--- src/sv/bsup_pkg.sv ---
// shared types and codes of the breaker supervisor
// no dependencies; used by bsup_state and breaker_supervisor_fsm_core
package bsup_pkg;

  // request kinds
  typedef enum logic [2:0] {
    OP_TICK   = 3'd0,
    OP_SHORT  = 3'd1,
    OP_START  = 3'd2,
    OP_RESET  = 3'd3,
    OP_SAFETY = 3'd4
  } op_t;

  // protection verdict carried by a tick
  localparam logic [2:0] V_NONE     = 3'd0;
  localparam logic [2:0] V_WARN     = 3'd1;
  localparam logic [2:0] V_OVERLOAD = 3'd2;
  localparam logic [2:0] V_OVERVOLT = 3'd3;

  // active fault codes
  localparam logic [2:0] F_NONE     = 3'd0;
  localparam logic [2:0] F_OVERLOAD = 3'd1;
  localparam logic [2:0] F_OVERVOLT = 3'd2;
  localparam logic [2:0] F_OTHER    = 3'd3;
  localparam logic [2:0] F_SHORT    = 3'd4;

  // reported mode codes
  localparam logic [2:0] MODE_READY = 3'd0;
  localparam logic [2:0] MODE_RUN   = 3'd1;
  localparam logic [2:0] MODE_WARN  = 3'd2;
  localparam logic [2:0] MODE_FAULT = 3'd3;
  localparam logic [2:0] MODE_RWAIT = 3'd4;
  localparam logic [2:0] MODE_RTRY  = 3'd5;
  localparam logic [2:0] MODE_LOCK  = 3'd6;

  // status flag bit positions
  localparam int SF_NORMAL   = 0;
  localparam int SF_WARN     = 1;
  localparam int SF_OVERLOAD = 2;
  localparam int SF_OVERVOLT = 3;
  localparam int SF_SHORT    = 4;
  localparam int SF_LOCKOUT  = 5;

  localparam logic [5:0] STATUS_RESET = 6'b000001;
  localparam logic [2:0] SAFE_ALL     = 3'b111;
  // ceiling of the recovery wait counter
  localparam logic [15:0] WAIT_COUNT_MAX = 16'hFFFF;

  // configuration register indexes
  localparam logic CFG_TEMP_RETURN   = 1'b0;
  localparam logic CFG_RECOVER_DELAY = 1'b1;

  localparam logic signed [11:0] TEMP_RETURN_RESET = 12'sd800;
  localparam logic [15:0] RECOVER_DELAY_RESET      = 16'd1000;

  localparam int IN_DATA_W  = 24;
  localparam int OUT_DATA_W = 48;
  localparam int CFG_DATA_W = 16;

  // one request, op in the top bits, rest in s_tdata order
  typedef struct packed {
    op_t                op;
    logic               conditions_ok;
    logic               driver_ok;
    logic               trip_ok;
    logic signed [11:0] temperature;
    logic [2:0]         fault_code;
  } bsup_item_t;

  // one result, laid out as m_tdata from bit 0 up
  typedef struct packed {
    logic [31:0] elapsed_ms;
    logic        log_pulse;
    logic        cmd_result;
    logic [5:0]  flags;
    logic [2:0]  current_fault;
    logic [2:0]  mode;
  } bsup_result_t;

endpackage

--- src/sv/bsup_state.sv ---
// supervisor state registers, config registers and the per-request update
// depends on bsup_pkg
module bsup_state (
  input  logic                          clk,
  input  logic                          rst,
  input  logic                          step,
  input  bsup_pkg::bsup_item_t          item,
  input  logic                          cfg_write,
  input  logic                          cfg_index,
  input  logic [bsup_pkg::CFG_DATA_W-1:0] cfg_data,
  output bsup_pkg::bsup_result_t        result
);
  import bsup_pkg::*;

  typedef enum logic [6:0] {
    ST_READY = 7'b0000001,
    ST_RUN   = 7'b0000010,
    ST_WARN  = 7'b0000100,
    ST_FAULT = 7'b0001000,
    ST_RWAIT = 7'b0010000,
    ST_RTRY  = 7'b0100000,
    ST_LOCK  = 7'b1000000
  } state_t;

  state_t             state, state_next;
  logic [2:0]         fault, fault_next;
  logic [5:0]         status, status_next;
  logic [31:0]        ms_count, ms_count_next;
  logic [15:0]        recover_count, recover_count_next;
  logic [2:0]         safety, safety_next;
  logic signed [11:0] temp_return_level;
  logic [15:0]        recover_delay_ms;

  logic [15:0] recover_inc;
  logic        safe_all;
  logic        cmd_result;
  logic        log_pulse;
  logic [2:0]  mode_code;

  always_comb begin
    recover_inc = (recover_count == WAIT_COUNT_MAX) ? recover_count : recover_count + 16'd1;
    safe_all    = (safety == SAFE_ALL);

    state_next         = state;
    fault_next         = fault;
    status_next        = status;
    ms_count_next      = ms_count;
    recover_count_next = recover_count;
    safety_next        = safety;
    cmd_result         = 1'b0;
    log_pulse          = 1'b0;

    case (item.op)
      OP_TICK: begin
        ms_count_next = ms_count + 32'd1;
        unique case (state) inside
          ST_RUN, ST_WARN: begin
            if (item.fault_code == V_WARN) begin
              state_next           = ST_WARN;
              status_next[SF_WARN] = 1'b1;
            end else if (item.fault_code != V_NONE) begin
              status_next[SF_NORMAL] = 1'b0;
              case (item.fault_code)
                V_OVERLOAD: begin
                  fault_next               = F_OVERLOAD;
                  status_next[SF_OVERLOAD] = 1'b1;
                end
                V_OVERVOLT: begin
                  fault_next               = F_OVERVOLT;
                  status_next[SF_OVERVOLT] = 1'b1;
                end
                default: fault_next = F_OTHER;
              endcase
              state_next = ST_FAULT;
              log_pulse  = 1'b1;
            end else if (state == ST_WARN && item.temperature <= temp_return_level) begin
              state_next             = ST_RUN;
              status_next[SF_WARN]   = 1'b0;
              status_next[SF_NORMAL] = 1'b1;
            end
          end
          ST_FAULT: begin
            if (fault == F_OVERLOAD) begin
              state_next         = ST_RWAIT;
              recover_count_next = '0;
            end
          end
          ST_RWAIT: begin
            recover_count_next = recover_inc;
            if (recover_inc >= recover_delay_ms && safe_all) begin
              state_next = ST_RTRY;
            end
          end
          ST_RTRY: begin
            if (safe_all) begin
              fault_next  = F_NONE;
              state_next  = ST_RUN;
              status_next = STATUS_RESET;
            end else begin
              state_next              = ST_LOCK;
              status_next[SF_LOCKOUT] = 1'b1;
            end
          end
          default: ;
        endcase
      end
      OP_SHORT: begin
        fault_next              = F_SHORT;
        state_next              = ST_LOCK;
        status_next[SF_SHORT]   = 1'b1;
        status_next[SF_LOCKOUT] = 1'b1;
        log_pulse               = 1'b1;
      end
      OP_START: begin
        if (state == ST_READY) begin
          state_next  = ST_RUN;
          status_next = STATUS_RESET;
        end else begin
          cmd_result = 1'b1;
        end
      end
      OP_RESET: begin
        if (state == ST_LOCK && safe_all) begin
          fault_next  = F_NONE;
          state_next  = ST_READY;
          status_next = STATUS_RESET;
        end else begin
          cmd_result = 1'b1;
        end
      end
      OP_SAFETY: safety_next = {item.conditions_ok, item.driver_ok, item.trip_ok};
      default: ;
    endcase
  end

  always_comb begin
    unique case (state_next)
      ST_READY: mode_code = MODE_READY;
      ST_RUN:   mode_code = MODE_RUN;
      ST_WARN:  mode_code = MODE_WARN;
      ST_FAULT: mode_code = MODE_FAULT;
      ST_RWAIT: mode_code = MODE_RWAIT;
      ST_RTRY:  mode_code = MODE_RTRY;
      ST_LOCK:  mode_code = MODE_LOCK;
      default:  mode_code = MODE_READY;
    endcase
  end

  assign result = '{elapsed_ms:    ms_count_next,
                    log_pulse:     log_pulse,
                    cmd_result:    cmd_result,
                    flags:         status_next,
                    current_fault: fault_next,
                    mode:          mode_code};

  always_ff @(posedge clk) begin
    if (rst) begin
      state         <= ST_READY;
      fault         <= F_NONE;
      status        <= STATUS_RESET;
      ms_count      <= '0;
      recover_count <= '0;
      safety        <= SAFE_ALL;
    end else if (step) begin
      state         <= state_next;
      fault         <= fault_next;
      status        <= status_next;
      ms_count      <= ms_count_next;
      recover_count <= recover_count_next;
      safety        <= safety_next;
    end
  end

  always_ff @(posedge clk) begin
    if (rst) begin
      temp_return_level <= TEMP_RETURN_RESET;
      recover_delay_ms  <= RECOVER_DELAY_RESET;
    end else if (cfg_write) begin
      unique case (cfg_index)
        CFG_TEMP_RETURN:   temp_return_level <= cfg_data[11:0];
        CFG_RECOVER_DELAY: recover_delay_ms  <= cfg_data;
        default: ;
      endcase
    end
  end

`ifndef SYNTHESIS
  // lockout is never held without its status bit
  a_lock_flag: assert property (@(posedge clk) disable iff (rst)
    (state == ST_LOCK) |-> status[SF_LOCKOUT])
    else $error("lockout without lockout flag");

  // fault active always names a fault
  a_fault_named: assert property (@(posedge clk) disable iff (rst)
    (state == ST_FAULT) |-> (fault != F_NONE))
    else $error("fault active with no fault");

  // a tick advances the millisecond count by one
  a_tick_count: assert property (@(posedge clk) disable iff (rst)
    (step && item.op == OP_TICK) |=> (ms_count == $past(ms_count) + 32'd1))
    else $error("ms count did not advance on tick");

  // only start and short requests leave ready
  a_ready_exit: assert property (@(posedge clk) disable iff (rst)
    (step && state == ST_READY && item.op != OP_START && item.op != OP_SHORT)
      |=> (state == ST_READY))
    else $error("left ready without start or short");
`endif

endmodule

--- src/sv/breaker_supervisor_fsm_core.sv ---
// top level of the breaker supervisor: request register, state update, result register
// depends on bsup_pkg and bsup_state
//
// Supervisory controller of a solid-state breaker. Each request on the slave
// stream (a 1 ms tick with the protection verdict and temperature, a short
// trip, start, manual reset or safety-flag update) yields exactly one result
// on the master stream with the new mode, active fault, status flags, command
// result, fault-log pulse and millisecond timestamp. Requests pass through an
// input register, the state update is one short combinational step, and the
// result lands in an output register, so one request is taken every cycle
// while the master side takes results; m_tvalid rises when an accepted
// request's result is loaded into the output register. Throughput is otherwise
// bound only by the state update loop; a stalled master side holds the result
// and stops intake once the input register is also full. The two
// configuration registers (temperature return level, recovery delay) are
// written through the cfg port, always ready; write them only while no
// request is in flight, the block itself does not enforce this.
module breaker_supervisor_fsm_core (
  input  logic                            clk,
  input  logic                            rst,
  // request stream
  input  logic                            s_tvalid,
  output logic                            s_tready,
  input  logic [bsup_pkg::IN_DATA_W-1:0]  s_tdata,  // fault_code[2:0], temperature[14:3],
                                                    // trip_ok[15], driver_ok[16],
                                                    // conditions_ok[17], zero pad
  input  logic [2:0]                      s_tuser,  // op[2:0]
  // result stream
  output logic                            m_tvalid,
  input  logic                            m_tready,
  output logic [bsup_pkg::OUT_DATA_W-1:0] m_tdata,  // mode[2:0], current_fault[5:3],
                                                    // flag_normal[6], flag_warn[7],
                                                    // flag_overload[8],
                                                    // flag_overvoltage[9], flag_short[10],
                                                    // flag_lockout[11], cmd_result[12],
                                                    // log_pulse[13], elapsed_ms[45:14],
                                                    // zero pad
  // configuration writes
  input  logic                            cfg_valid,
  output logic                            cfg_ready,
  input  logic                            cfg_index,
  input  logic [bsup_pkg::CFG_DATA_W-1:0] cfg_data
);
  import bsup_pkg::*;

  logic         in_valid;
  bsup_item_t   in_item;
  logic         advance;
  bsup_result_t result;

  // a request moves on when the result register is empty or being drained
  assign advance   = in_valid && (!m_tvalid || m_tready);
  assign s_tready  = !in_valid || advance;
  assign cfg_ready = 1'b1;

  // input register
  always_ff @(posedge clk) begin
    if (rst) begin
      in_valid <= 1'b0;
    end else if (s_tready) begin
      in_valid <= s_tvalid;
    end
  end

  always_ff @(posedge clk) begin
    if (s_tvalid && s_tready) begin
      in_item <= bsup_item_t'({s_tuser, s_tdata[17:0]});
    end
  end

  bsup_state u_state (
    .clk       (clk),
    .rst       (rst),
    .step      (advance),
    .item      (in_item),
    .cfg_write (cfg_valid && cfg_ready),
    .cfg_index (cfg_index),
    .cfg_data  (cfg_data),
    .result    (result)
  );

  // result register
  always_ff @(posedge clk) begin
    if (rst) begin
      m_tvalid <= 1'b0;
    end else if (advance) begin
      m_tvalid <= 1'b1;
    end else if (m_tready) begin
      m_tvalid <= 1'b0;
    end
  end

  always_ff @(posedge clk) begin
    if (advance) begin
      m_tdata <= {2'b00, result};
    end
  end

endmodule

--- config.mk ---
export PLATFORM = sky130hd
export DESIGN_NAME = breaker_supervisor_fsm_core
export DESIGN_NICKNAME = d
export VERILOG_FILES = /design/src/sv/bsup_pkg.sv /design/src/sv/bsup_state.sv /design/src/sv/breaker_supervisor_fsm_core.sv
export SDC_FILE = /design/constraint.sdc
export NUM_CORES = 1
export LEC_CHECK = 0
export BUFFER_PORTS_ARGS = -buffer_cell sky130_fd_sc_hd__buf_4
export CAP_MARGIN = 30
export CORE_ASPECT_RATIO = 1.75
export CORE_MARGIN = 2
export CORE_UTILIZATION = 33
export DETAILED_ROUTE_END_ITERATION = 8
export HOLD_SLACK_MARGIN = 0.1
export PLACE_DENSITY = 0.48
export SETUP_SLACK_MARGIN = 0.3
export SYNTH_ARGS = -nofsm -noshare
export SYNTH_HDL_FRONTEND = slang
export SYNTH_SLANG_ARGS = --single-unit
--- constraint.sdc ---
create_clock -name clk -period 5.4 [get_ports clk]
set_input_delay 1.08 -clock clk [delete_from_list [all_inputs] [get_ports clk]]
set_output_delay 1.08 -clock clk [all_outputs]
set_load 0.02 [all_outputs]
==> metrics.log <==
INFO  metric drt_drc_violations_left = 0
INFO  metric synth.most_common_cell = sky130_fd_sc_hd__nand2_1
INFO  metric transition_time_of_the_tightest_slew_check_pin = around 0.89 ns
INFO  metric setup_viol_count_final = 0
INFO  metric r2r_slack = about 1.1 ns
INFO  metric finalWeightedCongestion = between 0.8 and 0.9
INFO  metric hold_path_depth = 2
INFO  metric peakVddDrop = ~0.17 mV
INFO  metric dp.cells = 1240
INFO  metric max-slew-margin-rel = just over 40%
INFO  metric antenna_left = 0
INFO  metric finish.instance_area = approximately 0.0098 mm2
INFO  metric r2r_start = u_state.recover_count[3]
INFO  metric layout.cells.non_filler = roughly 1300
INFO  metric netlist_top_cells_area = sky130_fd_sc_hd__edfxtp_1 24%, sky130_fd_sc_hd__dfxtp_1 23%, sky130_fd_sc_hd__nand2_1 5.6%
INFO  metric clkSinkCount = around 160
INFO  metric synthesis.area = about 0.0083 mm2
INFO  metric synth_ff_type = sky130_fd_sc_hd__dfxtp_1
INFO  metric rows = 76
INFO  metric groute.usage.overall = between 10% and 20%
INFO  metric dp_hpwl = about 15000 um
INFO  metric grt_remaining_overflow = 0
INFO  metric final-hold-violation-count = 0
INFO  metric post-cts-setup-buffers = 0
INFO  metric antenna_found_initial = 0
INFO  metric clock_insertion_delay_worst_skew = 0.45 ns
INFO  metric gr-usage-met3 = 3.670%
INFO  metric met2_usage = 30.79%
INFO  metric rr_endpoint = m_tdata[2]
INFO  metric grt_pass1_vias = 6347
INFO  metric timing.final.crit_share = between 70% and 80%
INFO  metric fin_crit = ~4.3 ns
INFO  metric die_area = ~0.026 mm2
INFO  metric synth_commonest_cells = 123 x sky130_fd_sc_hd__nand2_1, 102 x sky130_fd_sc_hd__nor2_1, 97 x sky130_fd_sc_hd__dfxtp_1, 67 x sky130_fd_sc_hd__edfxtp_1, 51 x sky130_fd_sc_hd__a21oi_1
INFO  metric grt_util_met1 = between 10% and 20%
INFO  metric seq_area_frac_synth = a little under half
INFO  metric timing.critical_path.slowest_stage_cell = sky130_fd_sc_hd__a2111oi_0
INFO  metric clock_path_buffers = 2
INFO  metric fin_worst_skew = 0.008500 ns
INFO  metric cts_max_level = 4
INFO  metric leakage = 3.772 nW
INFO  metric cts_buffers = 17
INFO  metric synth_enable_flop_cells = 67
INFO  metric clk_pin_slew = ~0.070 ns
INFO  metric detailed_place.area = roughly 0.009 mm2
INFO  metric die_w = 123.8 um
INFO  metric run_status = completed
INFO  metric floorplan.initialDensity = between 30 and 40%
INFO  metric synth_seq_cells = between 150 and 200
INFO  metric max_cap_violations = 0
INFO  metric timing.reg2reg.worst_path_depth = 14
INFO  metric startpoint_types = flip-flop
INFO  metric largest_net_degree_at_the_start_of_global_routing = 75
INFO  metric unique_masters_post_synth = just under 80
INFO  metric core = 0.02463 mm2
INFO  metric synthesis.instances = about 900
INFO  metric synth_area_leader_cell = sky130_fd_sc_hd__edfxtp_1
INFO  metric tritoncts = yes
INFO  metric hold_bufs_inserted_after_cts = 0
INFO  metric syn_area_per_cell = 9.447 um2
INFO  metric final-max-slew-violation-count = 0
INFO  metric worst_hold_path.endpoint = u_state.temp_return_level[4]
INFO  metric worst_hold_slack = ~0.45 ns
INFO  metric timing.setup.critical_path_class = flip-flop to flip-flop
INFO  metric crit_path_end_kind = flip-flop
INFO  metric post_layout_net_count = about 1000
INFO  metric routed_via_density = around 5.0
INFO  metric crit_path_max_incr_delay = 0.44 ns
INFO  metric final_layout_size_suffix_gt1_share = between 10% and 20%
INFO  metric unrepaired_setup_endpoints_after_global_routing = no
INFO  metric portBuffers = 90
INFO  metric worst_path_most_repeated_cell = sky130_fd_sc_hd__and4_1
INFO  metric powerDensity = 286.9 mW/mm2
INFO  metric antenna_cells = 0
INFO  metric crit_arrival = approximately 4.6 ns
INFO  metric fin_tns_setup = 0 ns
INFO  metric synth-warning-count = 0
INFO  metric die_h = about 210 um
INFO  metric timing.critical_path.cells = and4_1 > and4_1 > nand4_1 > and4_1 > nand2_1 > xnor2_1 > ha_1 > a21o_1 > a2111oi_0 > o211ai_1 > a221oi_1 > a21oi_1 > mux2_4 > nor3_2
INFO  metric io-pin-count = 100
INFO  metric post_cts_resize_count = 0
INFO  metric detailroute.via_count = 6313
INFO  metric num-fill-cells = ~2500
INFO  metric min_path_type = flip-flop to flip-flop
INFO  metric min_from = u_state.temp_return_level[4]
INFO  metric final_worst_slack = 1.086 ns
INFO  metric detailedPlace.worstSlack = between 1 and 1.5 ns
INFO  metric crit_fanout = 11
INFO  metric drt-pass1-iter-count = 4
INFO  metric synth_to_layout_area_growth = 17.77%
INFO  metric async_flop_share = 0%
INFO  metric synth_top_area_share = between 20% and 30%
INFO  metric grt_first_pass_wirelength = about 32000 um
INFO  metric detail_route.iter0.violations = just over 300
INFO  metric fmax = 231.8 MHz
INFO  metric drt_wl_total = 19900 um
INFO  metric cp_data_required_time = around 5.7 ns
INFO  metric ctsRootBufferMaster = sky130_fd_sc_hd__clkbuf_16
INFO  metric gr-max-usage-layer = met2
INFO  metric detail_route.wl_per_cell = approximately 16 um
-- sequential cells by signal (all words and copies together), names as in the netlist --
signal	count
m_tdata	46
u_state.ms_count	32
in_item	21
u_state.recover_count	16
u_state.recover_delay_ms	16
u_state.temp_return_level	12
u_state.state	7
u_state.status	6
u_state.fault	3
u_state.safety	3
in_valid	1
m_tvalid	1
-- layer usage --
layer	part of all wire, %	wire [um]
met5	0	0
met4	3.5	691
met3	3.4	682
met2	56	11200
met1	37	7328
-- per-stage QoR --
stage                     power, mW  utilization (%)
after CTS                     2.845            39.62
final                         2.800            39.62
after floorplan               1.553                -
after global routing          2.919            39.62
after detailed placement      1.653            37.32
after global placement        1.647            37.21
-- where the power goes --
group	leakage (nW)	switching (mW)	internal, mW
clock network	0.282	0.495	0.685
registers	1.41	0.0302	1.33
logic	2.08	0.154	0.103
total	3.77	0.679	2.12
-- worst max path at each step --
| stage | startpoint | end | slack, ns | cells past startpoint |
|---|---|---|---|---|
| 2_1_floorplan | u_state.recover_count[3] | m_tdata[2] | 1.73 | 15 |
| 3_3_place_gp | u_state.recover_count[3] | m_tdata[2] | 1.08 | 14 |
| 3_5_place_dp | u_state.recover_count[3] | m_tdata[2] | 1.06 | 14 |
| 4_1_cts | u_state.recover_count[3] | m_tdata[2] | 1.01 | 14 |
| 5_1_grt | u_state.recover_count[3] | m_tdata[2] | 0.68 | 14 |
| 6_report | u_state.recover_count[3] | m_tdata[2] | 1.09 | 14 |
-- cells by family (layout without fill, tap and decap cells) --
group | Yosys count | count (layout) | synth area share [%]
AOI/OAI and AO/OA | 151 | 151 | 12.66
xor gates and xnor gates | 70 | 70 | 7.399
muxes | 5 | 5 | 0.7097
adders and majority gates | 30 | 30 | 4.530
other | 2 | 3 | 0.09064
buffers and inverters | 85 | 167 | 4.515
DFF | 164 | 164 | 47.72
and+or+nand+nor | 370 | 370 | 22.38
-- critical path, delay by kind of cell, from the launching register on --
kind / cells / cell delay (ns)
simple gates: 6 / 1.59
compound gates: 5 / 1.39
flops: 1 / 0.43
mux: 1 / 0.34
fa+ha+maj: 1 / 0.28
xor+xnor: 1 / 0.14
-- layout make-up --
| type | count | area [um2] | share of cell area, % |
|---|---|---|---|
| multi-input cells | 629 | 3961 | 40.59 |
| flip-flops and latches | 164 | 3954 | 40.52 |
| repair buffers | 96 | 740.7 | 7.591 |
| clock buffers | 24 | 493.0 | 5.052 |
| well taps | 312 | 390.4 | 4.001 |
| inverters | 39 | 146.4 | 1.500 |
| clock inverters | 8 | 72.57 | 0.7437 |
-- cells in the final DEF, fill, tap and decap left out, types with 5 or more instances in the layout --
| cell type | count |
|---|---|
| sky130_fd_sc_hd__clkbuf_16 | 18 |
| sky130_fd_sc_hd__inv_1 | 38 |
| sky130_fd_sc_hd__ha_1 | 30 |
| sky130_fd_sc_hd__dfxtp_1 | 97 |
| sky130_fd_sc_hd__nor3_1 | 15 |
| sky130_fd_sc_hd__edfxtp_1 | 67 |
| sky130_fd_sc_hd__a211o_1 | 7 |
| sky130_fd_sc_hd__buf_4 | 95 |
| sky130_fd_sc_hd__and3_1 | 10 |
| sky130_fd_sc_hd__a21o_1 | 5 |
| sky130_fd_sc_hd__a21oi_1 | 51 |
| sky130_fd_sc_hd__xnor2_1 | 35 |
| sky130_fd_sc_hd__nand2_1 | 123 |
| sky130_fd_sc_hd__a211oi_1 | 11 |
| sky130_fd_sc_hd__xor2_1 | 35 |
| sky130_fd_sc_hd__nor2b_1 | 10 |
| sky130_fd_sc_hd__nand3b_1 | 8 |
| sky130_fd_sc_hd__nand3_1 | 21 |
| sky130_fd_sc_hd__nand4_1 | 18 |
| sky130_fd_sc_hd__nand2b_1 | 6 |
| sky130_fd_sc_hd__o21ai_0 | 21 |
| sky130_fd_sc_hd__nor2_1 | 102 |
| sky130_fd_sc_hd__or3_1 | 11 |
| sky130_fd_sc_hd__a22oi_1 | 12 |
| sky130_fd_sc_hd__and4_1 | 6 |
| sky130_fd_sc_hd__and2_1 | 8 |
Note: power is estimated with default switching activity, not from simulation.
